--- config.mk ---
export PLATFORM = sky130hd
export DESIGN_NAME = scope_pretrigger_capture_control
export DESIGN_NICKNAME = d
export VERILOG_FILES = /design/src/spc_pkg.sv /design/src/scope_pretrigger_capture_control.sv
export VERILOG_INCLUDE_DIRS = /design/src /design/src/src
export SDC_FILE = /design/constraint.sdc
export NUM_CORES = 1
export LEC_CHECK = 0
export BUFFER_PORTS_ARGS = -buffer_cell sky130_fd_sc_hd__buf_2
export CAP_MARGIN = 30
export CORE_MARGIN = 8
export CORE_UTILIZATION = 39
export DETAILED_ROUTE_END_ITERATION = 8
export PLACE_DENSITY = 0.61
export SYNTH_ARGS = -nofsm -noshare
export SYNTH_HDL_FRONTEND = slang
export SYNTH_SLANG_ARGS = --single-unit
--- constraint.sdc ---
create_clock -name clk_i -period 5.9 [get_ports clk_i]
set_input_delay 1.18 -clock clk_i [delete_from_list [all_inputs] [get_ports clk_i]]
set_output_delay 1.18 -clock clk_i [all_outputs]
set_load 0.02 [all_outputs]
--- src/scope_pretrigger_capture_control_macros.svh ---
// Assertion macros for the capture control block.
`ifndef SCOPE_PRETRIGGER_CAPTURE_CONTROL_MACROS_SVH
`define SCOPE_PRETRIGGER_CAPTURE_CONTROL_MACROS_SVH

`ifndef NO_ASSERTIONS

// antecedent implies consequent in the same cycle
`define SPC_ASSERT_SAME(label, clk, rst_n, ante, cons) \
  label: assert property (@(posedge clk) disable iff (!rst_n) (ante) |-> (cons)) \
    else $error("assertion failed");

// antecedent implies consequent in the next cycle
`define SPC_ASSERT_NEXT(label, clk, rst_n, ante, cons) \
  label: assert property (@(posedge clk) disable iff (!rst_n) (ante) |=> (cons)) \
    else $error("assertion failed");

`else

`define SPC_ASSERT_SAME(label, clk, rst_n, ante, cons)
`define SPC_ASSERT_NEXT(label, clk, rst_n, ante, cons)

`endif

`endif

--- src/spc_pkg.sv ---
package spc_pkg;

  typedef enum logic [1:0] {
    KIND_TICK  = 2'd0,
    KIND_START = 2'd1,
    KIND_STOP  = 2'd2
  } kind_e;

  typedef enum logic [1:0] {
    REG_SAMPLE_PERIOD = 2'd0,
    REG_CAPTURE_SIZE  = 2'd1,
    REG_TRIG_RISING   = 2'd2
  } reg_idx_e;

  localparam int unsigned CFG_W       = 16;
  localparam int unsigned PERIOD_US_W = 11;
  localparam int unsigned US_W        = 12;
  localparam int unsigned PROD_W      = 18;
  localparam int unsigned CNT_W       = 16;
  localparam int unsigned TICK_CAP_W  = 17;
  localparam logic [TICK_CAP_W-1:0] TICK_CAP = 17'h10000;
  localparam int unsigned IN_TDATA_W  = 8;
  localparam int unsigned OUT_TDATA_W = 40;

  localparam logic [PERIOD_US_W-1:0] PERIOD_RESET = 11'd1;
  localparam logic [CNT_W-1:0]       SIZE_RESET   = 16'd1024;

endpackage

--- src/scope_pretrigger_capture_control.sv ---
// Channel  | Dir | Handshake                 | Payload
// s_axis   | in  | s_axis_tvalid/tready      | tuser: kind[1:0]; tdata: trigger_level[0]
// m_axis   | out | m_axis_tvalid/tready      | tdata: strobe, count, armed, triggered,
//          |     |                           |        offset, done
// cfg      | in  | cfg_we_i                  | cfg_idx_i, cfg_data_i
//
// One item per cycle while m_axis accepts; every item yields one result in the cycle after it is taken.
// The state update and result are computed in one pass: period multiply,
// counter compare and flag update ahead of the result register.
// s_axis_tready stays high unless the result register is full and m_axis stalls.
// Reset leaves the block idle with done set; state and configuration registers return to their defaults.
`include "scope_pretrigger_capture_control_macros.svh"

module scope_pretrigger_capture_control #(
  parameter int unsigned TICKS_PER_US  = 18,
  parameter int unsigned MAX_PERIOD_US = 2000
) (
  input  logic                              clk_i,
  input  logic                              rst_ni,
  input  logic                              s_axis_tvalid,
  output logic                              s_axis_tready,
  // [0] trigger_level
  input  logic [spc_pkg::IN_TDATA_W-1:0]    s_axis_tdata,
  // [1:0] kind
  input  logic [1:0]                        s_axis_tuser,
  output logic                              m_axis_tvalid,
  input  logic                              m_axis_tready,
  // [0] sample_strobe, [16:1] sample_count, [17] armed, [18] triggered,
  // [34:19] trig_offset, [35] done_res
  output logic [spc_pkg::OUT_TDATA_W-1:0]   m_axis_tdata,
  input  logic                              cfg_we_i,
  input  logic [1:0]                        cfg_idx_i,
  input  logic [spc_pkg::CFG_W-1:0]         cfg_data_i
);

  localparam int unsigned CntW = spc_pkg::CNT_W;

  logic [spc_pkg::PERIOD_US_W-1:0] period_us_q;
  logic [CntW-1:0]                 size_q;
  logic                            rising_q;

  logic [CntW-1:0] pc_q, pc_d;
  logic [CntW-1:0] samples_q, samples_d;
  logic [CntW-1:0] trig_cnt_q, trig_cnt_d;
  logic            counting_q, counting_d;
  logic            armed_q, armed_d;
  logic            triggered_q, triggered_d;
  logic [CntW-1:0] offset_q, offset_d;
  logic            done_q, done_d;
  logic            level_q, level_d;
  logic            strobe;

  logic                            out_valid_q;
  logic [spc_pkg::OUT_TDATA_W-1:0] out_data_q;

  logic                            s_fire;
  logic                            in_level;
  spc_pkg::kind_e                  in_kind;
  logic [spc_pkg::US_W-1:0]        us_ext;
  logic [spc_pkg::US_W-1:0]        us_clamp;
  logic [spc_pkg::PROD_W-1:0]      prod;
  logic [spc_pkg::TICK_CAP_W-1:0]  ticks;
  logic [spc_pkg::TICK_CAP_W-1:0]  pc_next;
  logic                            edge_seen;
  logic [CntW-1:0]                 half_size;

  assign s_axis_tready = !out_valid_q || m_axis_tready;
  assign s_fire        = s_axis_tvalid && s_axis_tready;
  assign in_level      = s_axis_tdata[0];
  assign in_kind       = spc_pkg::kind_e'(s_axis_tuser);
  assign half_size     = size_q >> 1;

  always_ff @(posedge clk_i or negedge rst_ni) begin
    if (!rst_ni) begin
      period_us_q <= spc_pkg::PERIOD_RESET;
      size_q      <= spc_pkg::SIZE_RESET;
      rising_q    <= 1'b1;
    end else if (cfg_we_i) begin
      case (cfg_idx_i)
        spc_pkg::REG_SAMPLE_PERIOD: period_us_q <= cfg_data_i[spc_pkg::PERIOD_US_W-1:0];
        spc_pkg::REG_CAPTURE_SIZE:  size_q      <= cfg_data_i[CntW-1:0];
        spc_pkg::REG_TRIG_RISING:   rising_q    <= cfg_data_i[0];
        default: ;
      endcase
    end
  end

  always_comb begin
    us_ext = spc_pkg::US_W'(period_us_q);
    if (us_ext == '0) begin
      us_clamp = spc_pkg::US_W'(1);
    end else if (us_ext > spc_pkg::US_W'(MAX_PERIOD_US)) begin
      us_clamp = spc_pkg::US_W'(MAX_PERIOD_US);
    end else begin
      us_clamp = us_ext;
    end
    prod = spc_pkg::PROD_W'(us_clamp) * spc_pkg::PROD_W'(TICKS_PER_US);
    if (prod > spc_pkg::PROD_W'(spc_pkg::TICK_CAP)) begin
      ticks = spc_pkg::TICK_CAP;
    end else begin
      ticks = prod[spc_pkg::TICK_CAP_W-1:0];
    end
  end

  always_comb begin
    pc_d        = pc_q;
    samples_d   = samples_q;
    trig_cnt_d  = trig_cnt_q;
    counting_d  = counting_q;
    armed_d     = armed_q;
    triggered_d = triggered_q;
    offset_d    = offset_q;
    done_d      = done_q;
    level_d     = level_q;
    strobe      = 1'b0;
    pc_next     = spc_pkg::TICK_CAP_W'(pc_q) + spc_pkg::TICK_CAP_W'(1);
    edge_seen   = rising_q ? (!level_q && in_level) : (level_q && !in_level);
    case (in_kind)
      spc_pkg::KIND_TICK: begin
        level_d = in_level;
        if (!done_q) begin
          if (armed_q && !triggered_q && edge_seen) begin
            offset_d    = trig_cnt_q;
            triggered_d = 1'b1;
            counting_d  = 1'b0;
          end
          if (pc_next >= ticks) begin
            pc_d      = '0;
            strobe    = 1'b1;
            samples_d = samples_q + CntW'(1);
            if (counting_d) begin
              trig_cnt_d = trig_cnt_q + CntW'(1);
            end
            if (!armed_q && samples_d >= half_size) begin
              armed_d  = 1'b1;
              offset_d = '0;
            end
            if (samples_d >= size_q) begin
              done_d     = 1'b1;
              counting_d = 1'b0;
            end
          end else begin
            pc_d = pc_next[CntW-1:0];
          end
        end
      end
      spc_pkg::KIND_START: begin
        pc_d        = '0;
        samples_d   = '0;
        trig_cnt_d  = '0;
        counting_d  = 1'b1;
        armed_d     = 1'b0;
        triggered_d = 1'b0;
        done_d      = 1'b0;
        if (half_size == '0) begin
          armed_d  = 1'b1;
          offset_d = '0;
        end
        if (size_q == '0) begin
          done_d     = 1'b1;
          counting_d = 1'b0;
        end
      end
      spc_pkg::KIND_STOP: begin
        if (!done_q) begin
          done_d     = 1'b1;
          counting_d = 1'b0;
        end
      end
      default: ;
    endcase
  end

  always_ff @(posedge clk_i or negedge rst_ni) begin
    if (!rst_ni) begin
      pc_q        <= '0;
      samples_q   <= '0;
      trig_cnt_q  <= '0;
      counting_q  <= 1'b0;
      armed_q     <= 1'b0;
      triggered_q <= 1'b0;
      offset_q    <= '0;
      done_q      <= 1'b1;
      level_q     <= 1'b0;
    end else if (s_fire) begin
      pc_q        <= pc_d;
      samples_q   <= samples_d;
      trig_cnt_q  <= trig_cnt_d;
      counting_q  <= counting_d;
      armed_q     <= armed_d;
      triggered_q <= triggered_d;
      offset_q    <= offset_d;
      done_q      <= done_d;
      level_q     <= level_d;
    end
  end

  always_ff @(posedge clk_i or negedge rst_ni) begin
    if (!rst_ni) begin
      out_valid_q <= 1'b0;
    end else if (s_fire) begin
      out_valid_q <= 1'b1;
    end else if (m_axis_tready) begin
      out_valid_q <= 1'b0;
    end
  end

  always_ff @(posedge clk_i) begin
    if (s_fire) begin
      out_data_q <= {4'b0, done_d, offset_d, triggered_d, armed_d, samples_d, strobe};
    end
  end

  assign m_axis_tvalid = out_valid_q;
  assign m_axis_tdata  = out_data_q;

  `SPC_ASSERT_SAME(a_trig_needs_arm, clk_i, rst_ni, triggered_q, armed_q)
  `SPC_ASSERT_SAME(a_done_stops_count, clk_i, rst_ni, done_q, !counting_q)
  `SPC_ASSERT_NEXT(a_start_clears, clk_i, rst_ni,
    s_fire && in_kind == spc_pkg::KIND_START, samples_q == '0 && pc_q == '0)
  `SPC_ASSERT_NEXT(a_fire_gives_result, clk_i, rst_ni, s_fire, out_valid_q)

endmodule

==> Yosys cells after proc, flatten, opt, wreduce, memory -nomap -nowiden <==
Index checks and enable logic that the tools add are counted.
{ "totals": {"ff_bits": 134, "out_inout_bits": 42, "wordCells": 106} }
{ "op_classes": {"add_sub_neg": 3, "mul": 1, "n_lt_le_gt_ge": 5, "eq_ne": 8, "muxes": 45, "bitwise_logic": 1, "n_reduce_logical": 28} }
{ "op_table": {"columns": ["operator", "n"], "rows": [
  ["2-to-1 mux 16 bit", 12],
  ["one-hot mux 16 bit (2 select lines)", 4],
  ["adder 16 x 1 -> 16 bit (second input constant)", 2],
  ["zero test 16 bit", 2],
  ["2-to-1 mux 1 bit", 22],
  ["2-to-1 mux 11 bit", 2],
  ["adder 16 x 1 -> 17 bit (second input constant)", 1],
  [">= comparator 17 bit", 1],
  ["> comparator 17 bit (second input constant)", 1],
  ["2-to-1 mux 17 bit", 1],
  [">= comparator 16 x 15 -> 1 bit", 1],
  [">= comparator 16 bit", 1],
  ["multiplier 12 x 4 -> 16 bit (second input constant)", 1],
  ["> comparator 11 bit (second input constant)", 1],
  ["zero test 11 bit", 1],
  ["inequality test 2 bit (second input constant)", 4],
  ["AND reduction 2 bit", 4],
  ["logical AND 1 bit", 6],
  ["one-hot mux 1 bit (3 select lines)", 2],
  ["zero test 1 bit", 5],
  ["AND reduction 5 bit", 1],
  ["equality test 2 x 1 -> 1 bit (second input constant)", 2],
  ["equality test 2 bit (second input constant)", 2],
  ["zero test 2 bit", 2],
  ["8 further kinds", 10]
]} }

==> Depth between registers and ports, before layout <==
Gate-level depths: netlist of run 1.
{ "depth": {"word_depth": 11, "mapped_depth": 26} }

==> Worst setup path after synthesis of run 1 <==
OpenSTA, ideal clock, no wires.
{ "synth_timing": {"path_type": "reg-to-reg", "start": "register period_us_q[9] in the netlist's numbering", "end": "register out_data_q (netlist bit m_axis_tdata[20]) (data pin)", "setup_time_ns": 0.260, "arrival_ns": 4.774, "required_ns": 5.640, "slack_ns": 0.866, "stages_incl_launch_ff": 25, "period_less_slack_ns": 5.034, "path_cell_list": "dfrtp_1 -> clkbuf_1 -> and2_1 -> nand3_1 -> and2_1 -> ha_1 -> ha_1 -> a21o_1 -> a21oi_1 -> o21ai_0 -> a31oi_1 -> nor2b_1 -> o21ai_0 -> xor2_1 -> ha_1 -> and3_1 -> nand2_1 -> or4_1 -> and3_1 -> buf_4 -> buf_6 -> a21o_1 -> buf_4 -> o2111ai_2 -> nand2_1"} }
{ "synth_between": {"elab_chain_cells": 10} }
{ "synth_rtl": {"columns": ["element", "line_no", "source"], "rows": [
  ["from (decl)", "scope_pretrigger_capture_control.sv:38", "logic [spc_pkg::PERIOD_US_W-1:0] period_us_q;"],
  ["from (signal assigned)", "scope_pretrigger_capture_control.sv:75", "period_us_q <= spc_pkg::PERIOD_RESET;"],
  ["from (signal assigned)", "scope_pretrigger_capture_control.sv:80", "spc_pkg::REG_SAMPLE_PERIOD: period_us_q <= cfg_data_i[spc_pkg::PERIOD_US_W-1:0];"],
  ["> comparator 11 bit", "scope_pretrigger_capture_control.sv:92", "end else if (us_ext > spc_pkg::US_W'(MAX_PERIOD_US)) begin"],
  ["2-to-1 mux 11 bit", "scope_pretrigger_capture_control.sv:92", null],
  ["2-to-1 mux 11 bit (*)", "scope_pretrigger_capture_control.sv:90", "if (us_ext == '0) begin"],
  ["multiplier 12 x 4 -> 16 bit (*)", "scope_pretrigger_capture_control.sv:97", "prod = spc_pkg::PROD_W'(us_clamp) * spc_pkg::PROD_W'(TICKS_PER_US);"],
  ["> comparator 17 bit", "scope_pretrigger_capture_control.sv:98", "if (prod > spc_pkg::PROD_W'(spc_pkg::TICK_CAP)) begin"],
  ["2-to-1 mux 17 bit (*)", "scope_pretrigger_capture_control.sv:98", null],
  [">= comparator 17 bit (*)", "scope_pretrigger_capture_control.sv:127", "if (pc_next >= ticks) begin"],
  ["2-to-1 mux 16 bit (*)", "scope_pretrigger_capture_control.sv:127", null],
  ["2-to-1 mux 16 bit (*)", "scope_pretrigger_capture_control.sv:121", "if (!done_q) begin"],
  ["one-hot mux 16 bit (2 select lines) (*)", "scope_pretrigger_capture_control.sv:118", "case (in_kind)"],
  ["via offset_d[1]", "scope_pretrigger_capture_control.sv:48", "logic [CntW-1:0] offset_q, offset_d;"],
  ["to (signal assigned)", "scope_pretrigger_capture_control.sv:210", "out_data_q <= {4'b0, done_d, offset_d, triggered_d, armed_d, samples_d, strobe};"],
  ["to (decl)", "scope_pretrigger_capture_control.sv:54", "logic [spc_pkg::OUT_TDATA_W-1:0] out_data_q;"]
]} }
Mark *: on every way through the listed nets, which the timed path passes. The rest lies on a longest branch.
A chain may end at the register's enable or synchronous reset.

==> Worst setup path after layout of run 1 <==
{ "layout_timing": {"start": "register period_us_q[6] in the netlist's numbering", "end": "register out_data_q (netlist bit m_axis_tdata[17]) (data pin)"} }
{ "layout_between": {"elab_chain_cells": 10} }
{ "layout_rtl": {"columns": ["element", "line_no", "source"], "rows": [
  ["> comparator 11 bit", "scope_pretrigger_capture_control.sv:92", null],
  ["2-to-1 mux 11 bit", "scope_pretrigger_capture_control.sv:92", null],
  ["2-to-1 mux 11 bit (*)", "scope_pretrigger_capture_control.sv:90", null],
  ["multiplier 12 x 4 -> 16 bit (*)", "scope_pretrigger_capture_control.sv:97", null],
  ["> comparator 17 bit", "scope_pretrigger_capture_control.sv:98", null],
  ["2-to-1 mux 17 bit (*)", "scope_pretrigger_capture_control.sv:98", null],
  [">= comparator 17 bit (*)", "scope_pretrigger_capture_control.sv:127", null],
  ["2-to-1 mux 1 bit (*)", "scope_pretrigger_capture_control.sv:127", null],
  ["2-to-1 mux 1 bit (*)", "scope_pretrigger_capture_control.sv:121", null],
  ["one-hot mux 1 bit (2 select lines) (*)", "scope_pretrigger_capture_control.sv:118", null],
  ["via armed_d", "scope_pretrigger_capture_control.sv:46", "logic armed_q, armed_d;"]
]} }
Marks and branches as above.

==> results of run 1 <==
-- power by group --
part	switching, W	total (W)	internal [W]
clock	0.000459	0.00106	0.000598
combinational	0.000405	0.000719	0.000314
sequential	0.0000823	0.00113	0.00105
total	0.000946	0.00290	0.00196
-- timing repair --
action / in CTS / in global routing
resized for setup: 0 / 2
setup buffers: 0 / 0
endpoints found under the setup margin: 0 / 24
-- final cells by class --
cell class | count | area (um2) | share of cell area, %
Multi-Input combinational cell | 648 | 4770 | 48.2
Timing Repair Buffer | 86 | 507 | 5.12
Clock buffer | 17 | 425 | 4.30
Tap cell | 280 | 350 | 3.54
Inverter | 41 | 154 | 1.55
Clock inverter | 15 | 155 | 1.57
Sequential cell | 134 | 3540 | 35.7
-- kinds of logic (layout without fill, tap and decap cells) --
| group | count (synthesis) | in the layout | synth area share, % |
|---|---|---|---|
| DFF | 134 | 134 | 40.7 |
| xor gates and xnor gates | 49 | 49 | 5.02 |
| AOI/OAI and AO/OA | 223 | 223 | 19.7 |
| other | 1 | 4 | 0.0431 |
| buffers and inverters | 96 | 159 | 4.85 |
| and+or+nand+nor | 264 | 264 | 14.7 |
| muxes | 41 | 41 | 5.26 |
| adders and majority gates | 67 | 67 | 9.72 |
-- critical path, cell delays in order, from the launching register on --
cell and delay (ns):
dfrtp_1 0.41, and2_1 0.18, nand3_1 0.22, nand2_1 0.17, inv_1 0.06, ha_1 0.28
ha_1 0.16, inv_1 0.05, fa_1 0.40, nor2b_1 0.11, o21ai_0 0.10, a21oi_1 0.19
o21ai_0 0.12, nand2b_1 0.10, xnor2_1 0.12, ha_1 0.25, o21ai_0 0.16, nor2_1 0.08
a2111oi_0 0.67, a21o_2 0.53, a21o_1 0.31, o21bai_1 0.09, a221o_1 0.30
-- routing by layer --
| metal | wire (um) | part of all wire [%] |
|---|---|---|
| met1 | 10100 | 51 |
| met2 | 8440 | 42 |
| met3 | 1070 | 5.4 |
| met4 | 242 | 1.2 |
| met5 | 0 | 0 |
-- state kept, by name, summed over array words and instances (netlist names) --
| name | count |
|---|---|
| m_axis_tdata | 36 |
| offset_q | 16 |
| pc_q | 16 |
| samples_q | 16 |
| size_q | 16 |
| trig_cnt_q | 16 |
| period_us_q | 11 |
| armed_q | 1 |
| counting_q | 1 |
| done_q | 1 |
| level_q | 1 |
| m_axis_tvalid | 1 |
| rising_q | 1 |
| triggered_q | 1 |
-- synthesized netlist by cell type (6+ instances only) --
| library cell | number | area (um2) |
|---|---|---|
| mux2_2 | 37 | 417 |
| o21ai_0 | 41 | 205 |
| a22oi_1 | 31 | 233 |
| a21oi_1 | 33 | 165 |
| nand3_1 | 23 | 115 |
| or2_2 | 8 | 50.1 |
| a211oi_2 | 6 | 75.1 |
| buf_2 | 7 | 35.0 |
| nand2b_1 | 11 | 68.8 |
| clkbuf_1 | 30 | 113 |
| nor3_1 | 12 | 60.1 |
| a21o_1 | 10 | 75.1 |
| xnor2_1 | 28 | 245 |
| xor2_1 | 20 | 175 |
| a211oi_1 | 9 | 67.6 |
| buf_1 | 7 | 26.3 |
| nor2_1 | 60 | 225 |
| dfrtp_1 | 94 | 2350 |
| inv_1 | 41 | 154 |
| ha_1 | 66 | 826 |
| a22o_1 | 36 | 315 |
| edfxtp_1 | 36 | 1080 |
| and3_1 | 11 | 68.8 |
| nand2_1 | 87 | 327 |
| nor4_1 | 9 | 56.3 |
| o2111ai_2 | 10 | 150 |
| nand4_1 | 17 | 106 |
| buf_4 | 8 | 60.1 |
-- how the worst min path moves through the flow --
stage,slack (ns),to,cells past startpoint
finish,0.52,level_q$_DFFE_PN0P_,1
global placement,0.50,level_q$_DFFE_PN0P_,1
floorplan,0.48,counting_q$_DFFE_PN0P_,1
CTS,0.52,counting_q$_DFFE_PN0P_,1
global route,0.53,counting_q$_DFFE_PN0P_,1
detailed placement,0.50,counting_q$_DFFE_PN0P_,1
-- stage by stage --
stage               util [%]  power [W]
floorplan                  -    0.00166
global placement        42.5    0.00184
detailed placement      42.6    0.00186
CTS                     45.2    0.00293
global route            45.2    0.00308
finish                  45.2    0.00290
==> impl_metrics.env, run 1 <==
export IMPL_syn_inst=875
export IMPL_leakage_nw=4.49
export IMPL_power_per_cell_area_nw_per_um2=293
export IMPL_cts_sinks=134
export IMPL_antenna_cells=0
export IMPL_cts_inserted_buffers=17
export IMPL_synth_avg_cell_area_um2=9.94
export IMPL_max_freq_mhz=187
export IMPL_vias=6741
export IMPL_ys_async_sr_fraction_pct=73.1
export IMPL_worstHoldStart="level_q$_DFFE_PN0P_"
export IMPL_crit_path_max_fanout=14
export IMPL_final_common_cell="dfrtp_1"
export IMPL_finalCritPeriodShare_pct=90.5
export IMPL_hold_buffers=0
export IMPL_clkLatencyLatePin_ns=0.43
export IMPL_rsz0062_at_grt="false"
export IMPL_ys_seq_area_share_pct=40.7
export IMPL_fin_nets=1028
export IMPL_wl_per_cell_um=16.3
export IMPL_gp_congestion=0.834
export IMPL_port_buffers=63
export IMPL_hold_slack_ns=0.522
export IMPL_path_clk_slew_ns=0.06
export IMPL_hold_viol=0
export IMPL_dieArea_um2=27300
export IMPL_outcome="finished, final reports clean"
export IMPL_final_cell_mix="dfrtp_1, nand2_1, ha_1"
export IMPL_yosysWarningCount=0
export IMPL_path_class="flip-flop to flip-flop"
export IMPL_ys_ff_latch=134
export IMPL_cap_violations=0
export IMPL_die_h_um=165
export IMPL_cts_tree="done"
export IMPL_timing_rr_end="m_axis_tdata[17]$_DFFE_PP_"
export IMPL_drt_iter0_drc=494
export IMPL_yosysUniqueCellTypes=67
export IMPL_grt_usage_pct=15.0
export IMPL_postRouteAntennaNets=0
export IMPL_overflow=0
export IMPL_synth_edf_count=36
export IMPL_dp_cells=1189
export IMPL_drive_gt1_share_pct=20.8
export IMPL_use_met3_pct=3.00
export IMPL_rows=54
export IMPL_grt_util_met1_pct=21.6
export IMPL_core_um2=21900
export IMPL_final_cells=1221
export IMPL_worstPathRequired_ns=6.07
export IMPL_place_area_um2=9320
export IMPL_fp_dieW_um=165
export IMPL_wl_um=19900
export IMPL_min_period_ns=5.34
export IMPL_antenna_found_initial=0
export IMPL_synthFlopType="dfrtp_1"
export IMPL_cp_arrival_ns=5.50
export IMPL_start_util_pct=39.7
export IMPL_grt_max_degree=55
export IMPL_dp_final_hpwl_um=14200
export IMPL_syn2layout_area_growth_pct=13.9
export IMPL_drt_pass1_iterations=5
export IMPL_slew_headroom_pct=44.6
export IMPL_fin_ws_ns=0.562
export IMPL_drc_errors=0
export IMPL_hp_class="flip-flop to flip-flop"
export IMPL_final_setup_viol_count=0
export IMPL_met2_usage_pct=22.2
export IMPL_root_buffer="clkbuf_16"
export IMPL_place_ws_ns=0.378
export IMPL_end_kind="flip-flop"
export IMPL_reg2reg_from="period_us_q[6]$_DFFE_PN0P_"
export IMPL_grt_pass1_vias=6525
export IMPL_cp_endpoint="m_axis_tdata[17]$_DFFE_PP_"
export IMPL_io_pins=75
export IMPL_worst_pin_slew_ns=0.829
export IMPL_cts_max_path_buffers=2
export IMPL_syn_area_um2=8700
export IMPL_setup_tns_ns=0
export IMPL_final_fill_count=2054
export IMPL_worst_ir_drop_vdd_v=0.000199
export IMPL_cts_max_level=4
export IMPL_critPathLaunch="period_us_q[6]$_DFFE_PN0P_"
export IMPL_final_max_slew_viol_count=0
export IMPL_cp_start_kind="flip-flop"
export IMPL_reg2reg_slack_ns=0.56
export IMPL_grt_most_used_layer="met2"
export IMPL_grt_pass1_wl_um=33200
export IMPL_finClkSkew_ns=0.0134
export IMPL_vias_per_cell=5.52
export IMPL_finalInstanceArea_um2=9900
export IMPL_ff2ff_path_depth=22
Note: power is estimated with default switching activity, not from simulation.
==> inputs of run 2 (changes only) <==
--- a/config.mk
+++ b/config.mk
@@ -12,6 +12,8 @@
 export CORE_UTILIZATION = 39
 export DETAILED_ROUTE_END_ITERATION = 8
 export PLACE_DENSITY = 0.61
+export RECOVER_POWER = 25
+export SETUP_SLACK_MARGIN = 0.5
 export SYNTH_ARGS = -nofsm -noshare
 export SYNTH_HDL_FRONTEND = slang
 export SYNTH_SLANG_ARGS = --single-unit
==> run 2 against run 1 <==
Net effect:
- the flow now finishes with violations (capacitance limit, slew limit)
- sequential power about the same
- routed wire length increased by 2.3%
- via count increased by 0.90%
- non-clock buffer count increased by 10
- combinational power increased by 1%
- final area increased by 1.4%
- critical path type unchanged
==> impl_metrics.env, run 2 (same netlist as run 1, synthesis figures left out) <==
export IMPL_outcome="finished, violations left"
export IMPL_violations="capacitance limit, slew limit"
export IMPL_fp_dieW_um=165
export IMPL_power_per_cell_area_nw_per_um2=290
export IMPL_critPathMaxStageDelay_ns=0.59
export IMPL_gp_congestion=0.834
export IMPL_dieArea_um2=27300
export IMPL_leakage_nw=4.51
export IMPL_cts_tree="done"
export IMPL_drc_errors=0
export IMPL_vias_per_cell=5.52
export IMPL_overflow=0
export IMPL_slew_headroom_pct=-78.5
export IMPL_hold_viol=0
export IMPL_io_pins=75
export IMPL_wl_per_cell_um=16.5
export IMPL_final_cell_mix="dfrtp_1, nand2_1, ha_1"
export IMPL_worst_pin_slew_ns=2.68
export IMPL_path_class="flip-flop to flip-flop"
export IMPL_grt_max_degree=55
export IMPL_drt_pass1_iterations=5
export IMPL_die_h_um=165
export IMPL_cap_violations=1
export IMPL_grt_pass1_wl_um=33200
export IMPL_fin_ws_ns=0.839
export IMPL_path_buf_inv=1
export IMPL_clkLatencyLatePin_ns=0.42
export IMPL_place_ws_ns=0.378
export IMPL_final_fill_count=2046
export IMPL_cts_max_level=4
export IMPL_cts_max_path_buffers=2
export IMPL_cts_inserted_buffers=17
export IMPL_max_freq_mhz=198
export IMPL_drive_gt1_share_pct=21.5
export IMPL_final_common_cell="dfrtp_1"
export IMPL_postRouteAntennaNets=0
export IMPL_worstPathRequired_ns=6.07
export IMPL_worst_ir_drop_vdd_v=0.000199
export IMPL_dp_final_hpwl_um=14200
export IMPL_hold_buffers=0
export IMPL_end_kind="flip-flop"
export IMPL_fin_nets=1039
export IMPL_antenna_cells=0
export IMPL_wl_um=20300
export IMPL_root_buffer="clkbuf_16"
export IMPL_cts_sinks=134
export IMPL_start_util_pct=39.7
export IMPL_grt_usage_pct=15.0
export IMPL_rsz0062_at_grt="false"
export IMPL_rows=54
export IMPL_antenna_found_initial=0
export IMPL_path_delay_family="simple AND/OR/NAND/NOR gates"
export IMPL_largest_reg_flops=36
export IMPL_place_area_um2=9320
export IMPL_cp_start_kind="flip-flop"
export IMPL_final_setup_viol_count=0
export IMPL_final_max_slew_viol_count=46
export IMPL_setup_tns_ns=0
export IMPL_vias=6802
export IMPL_cp_arrival_ns=5.23
export IMPL_finalCritPeriodShare_pct=85.8
export IMPL_dp_cells=1189
export IMPL_cp_slowest_cell="or4_4"
export IMPL_port_buffers=63
export IMPL_crit_path_max_fanout=8
export IMPL_crit_path_frequent_cell="ha_1"
export IMPL_cp_cell_sequence="and2_1 -> nand3_2 -> and2_1 -> ha_1 -> ha_1 -> a21o_1 -> a21oi_1 -> o21ai_0 -> a31oi_1 -> nor2b_1 -> o21ai_0 -> xor2_1 -> ha_1 -> and3_1 -> nand2_1 -> or4_4 -> and3_4 -> buf_4 -> a2111oi_4 -> xnor2_1 -> a22o_1"
export IMPL_finClkSkew_ns=0.0139
export IMPL_min_period_ns=5.06
export IMPL_syn2layout_area_growth_pct=15.4
export IMPL_finalInstanceArea_um2=10000
export IMPL_grt_pass1_vias=6525
export IMPL_drt_iter0_drc=501
export IMPL_core_um2=21900
export IMPL_final_cells=1232
export IMPL_path_clk_slew_ns=0.06
export IMPL_hp_class="flip-flop to flip-flop"
[run 2: changes by cell type in the layout (fill, tap and decap cells not counted), moves of 3 or more]
cell,before,now
buf_2,62,54
buf_4,22,28
a211oi_1,9,6
clkbuf_1,0,10
a211oi_4,0,4
[run 2: stage by stage]
step,power (W),hold slack [ns],utilization [%]
after floorplan,0.00166,0.480,-
after global placement,0.00184,0.496,42.5
after detailed placement,0.00186,0.500,42.6
after CTS,0.00293,0.519,45.2
after global routing,0.00309,0.528,45.9
final,0.00292,0.519,45.9
[run 2: path summary, 6_finish.rpt]
kind	from	end	slack [ns]	cells past startpoint
max	period_us_q[6]$_DFFE_PN0P_	m_axis_tdata[9]$_DFFE_PP_	0.84	21
min	counting_q$_DFFE_PN0P_	counting_q$_DFFE_PN0P_	0.52	1
max reg2reg	period_us_q[6]$_DFFE_PN0P_	m_axis_tdata[9]$_DFFE_PP_	0.84	21
min reg2reg	counting_q$_DFFE_PN0P_	counting_q$_DFFE_PN0P_	0.52	1
max in group asynchronous	rst_ni	period_us_q[6]$_DFFE_PN0P_	1.75	2
min in group asynchronous	rst_ni	offset_q[14]$_DFFE_PN0P_	1.59	1
[run 2: per-layer routing]
metal	up-vias	global-route usage, %	share of wire (%)	routed length [um]
li1	3364	-	-	-
met1	3251	21.6	50	10200
met2	171	22.2	43	8780
met3	16	3.00	5.3	1080
met4	0	4.71	1.2	238
met5	-	0	0	0
[run 2: repair_timing]
item | CTS | global route
pin swaps | 0 | 5
resized for setup | 2 | 13
setup endpoints to repair | 17 | 86
setup buffers | 0 | 10
gates cloned | 0 | 1
[run 2: layout make-up]
type                    instances  area [um2]  share of cell area (%)
clock inverters                15         155                    1.55
inverters                      41         154                    1.53
multi-input cells             649        4840                    48.2
clock buffers                  17         425                    4.24
repair buffers                 96         574                    5.72
well taps                     280         350                    3.49
flip-flops and latches        134        3540                    35.3
[run 2: power by group]
group	leakage [nW]	switching (W)	total (W)	internal [W]
clock	0.281	0.000463	0.00106	0.000598
sequential	1.64	0.0000837	0.00113	0.00105
combinational	2.60	0.000410	0.000727	0.000317
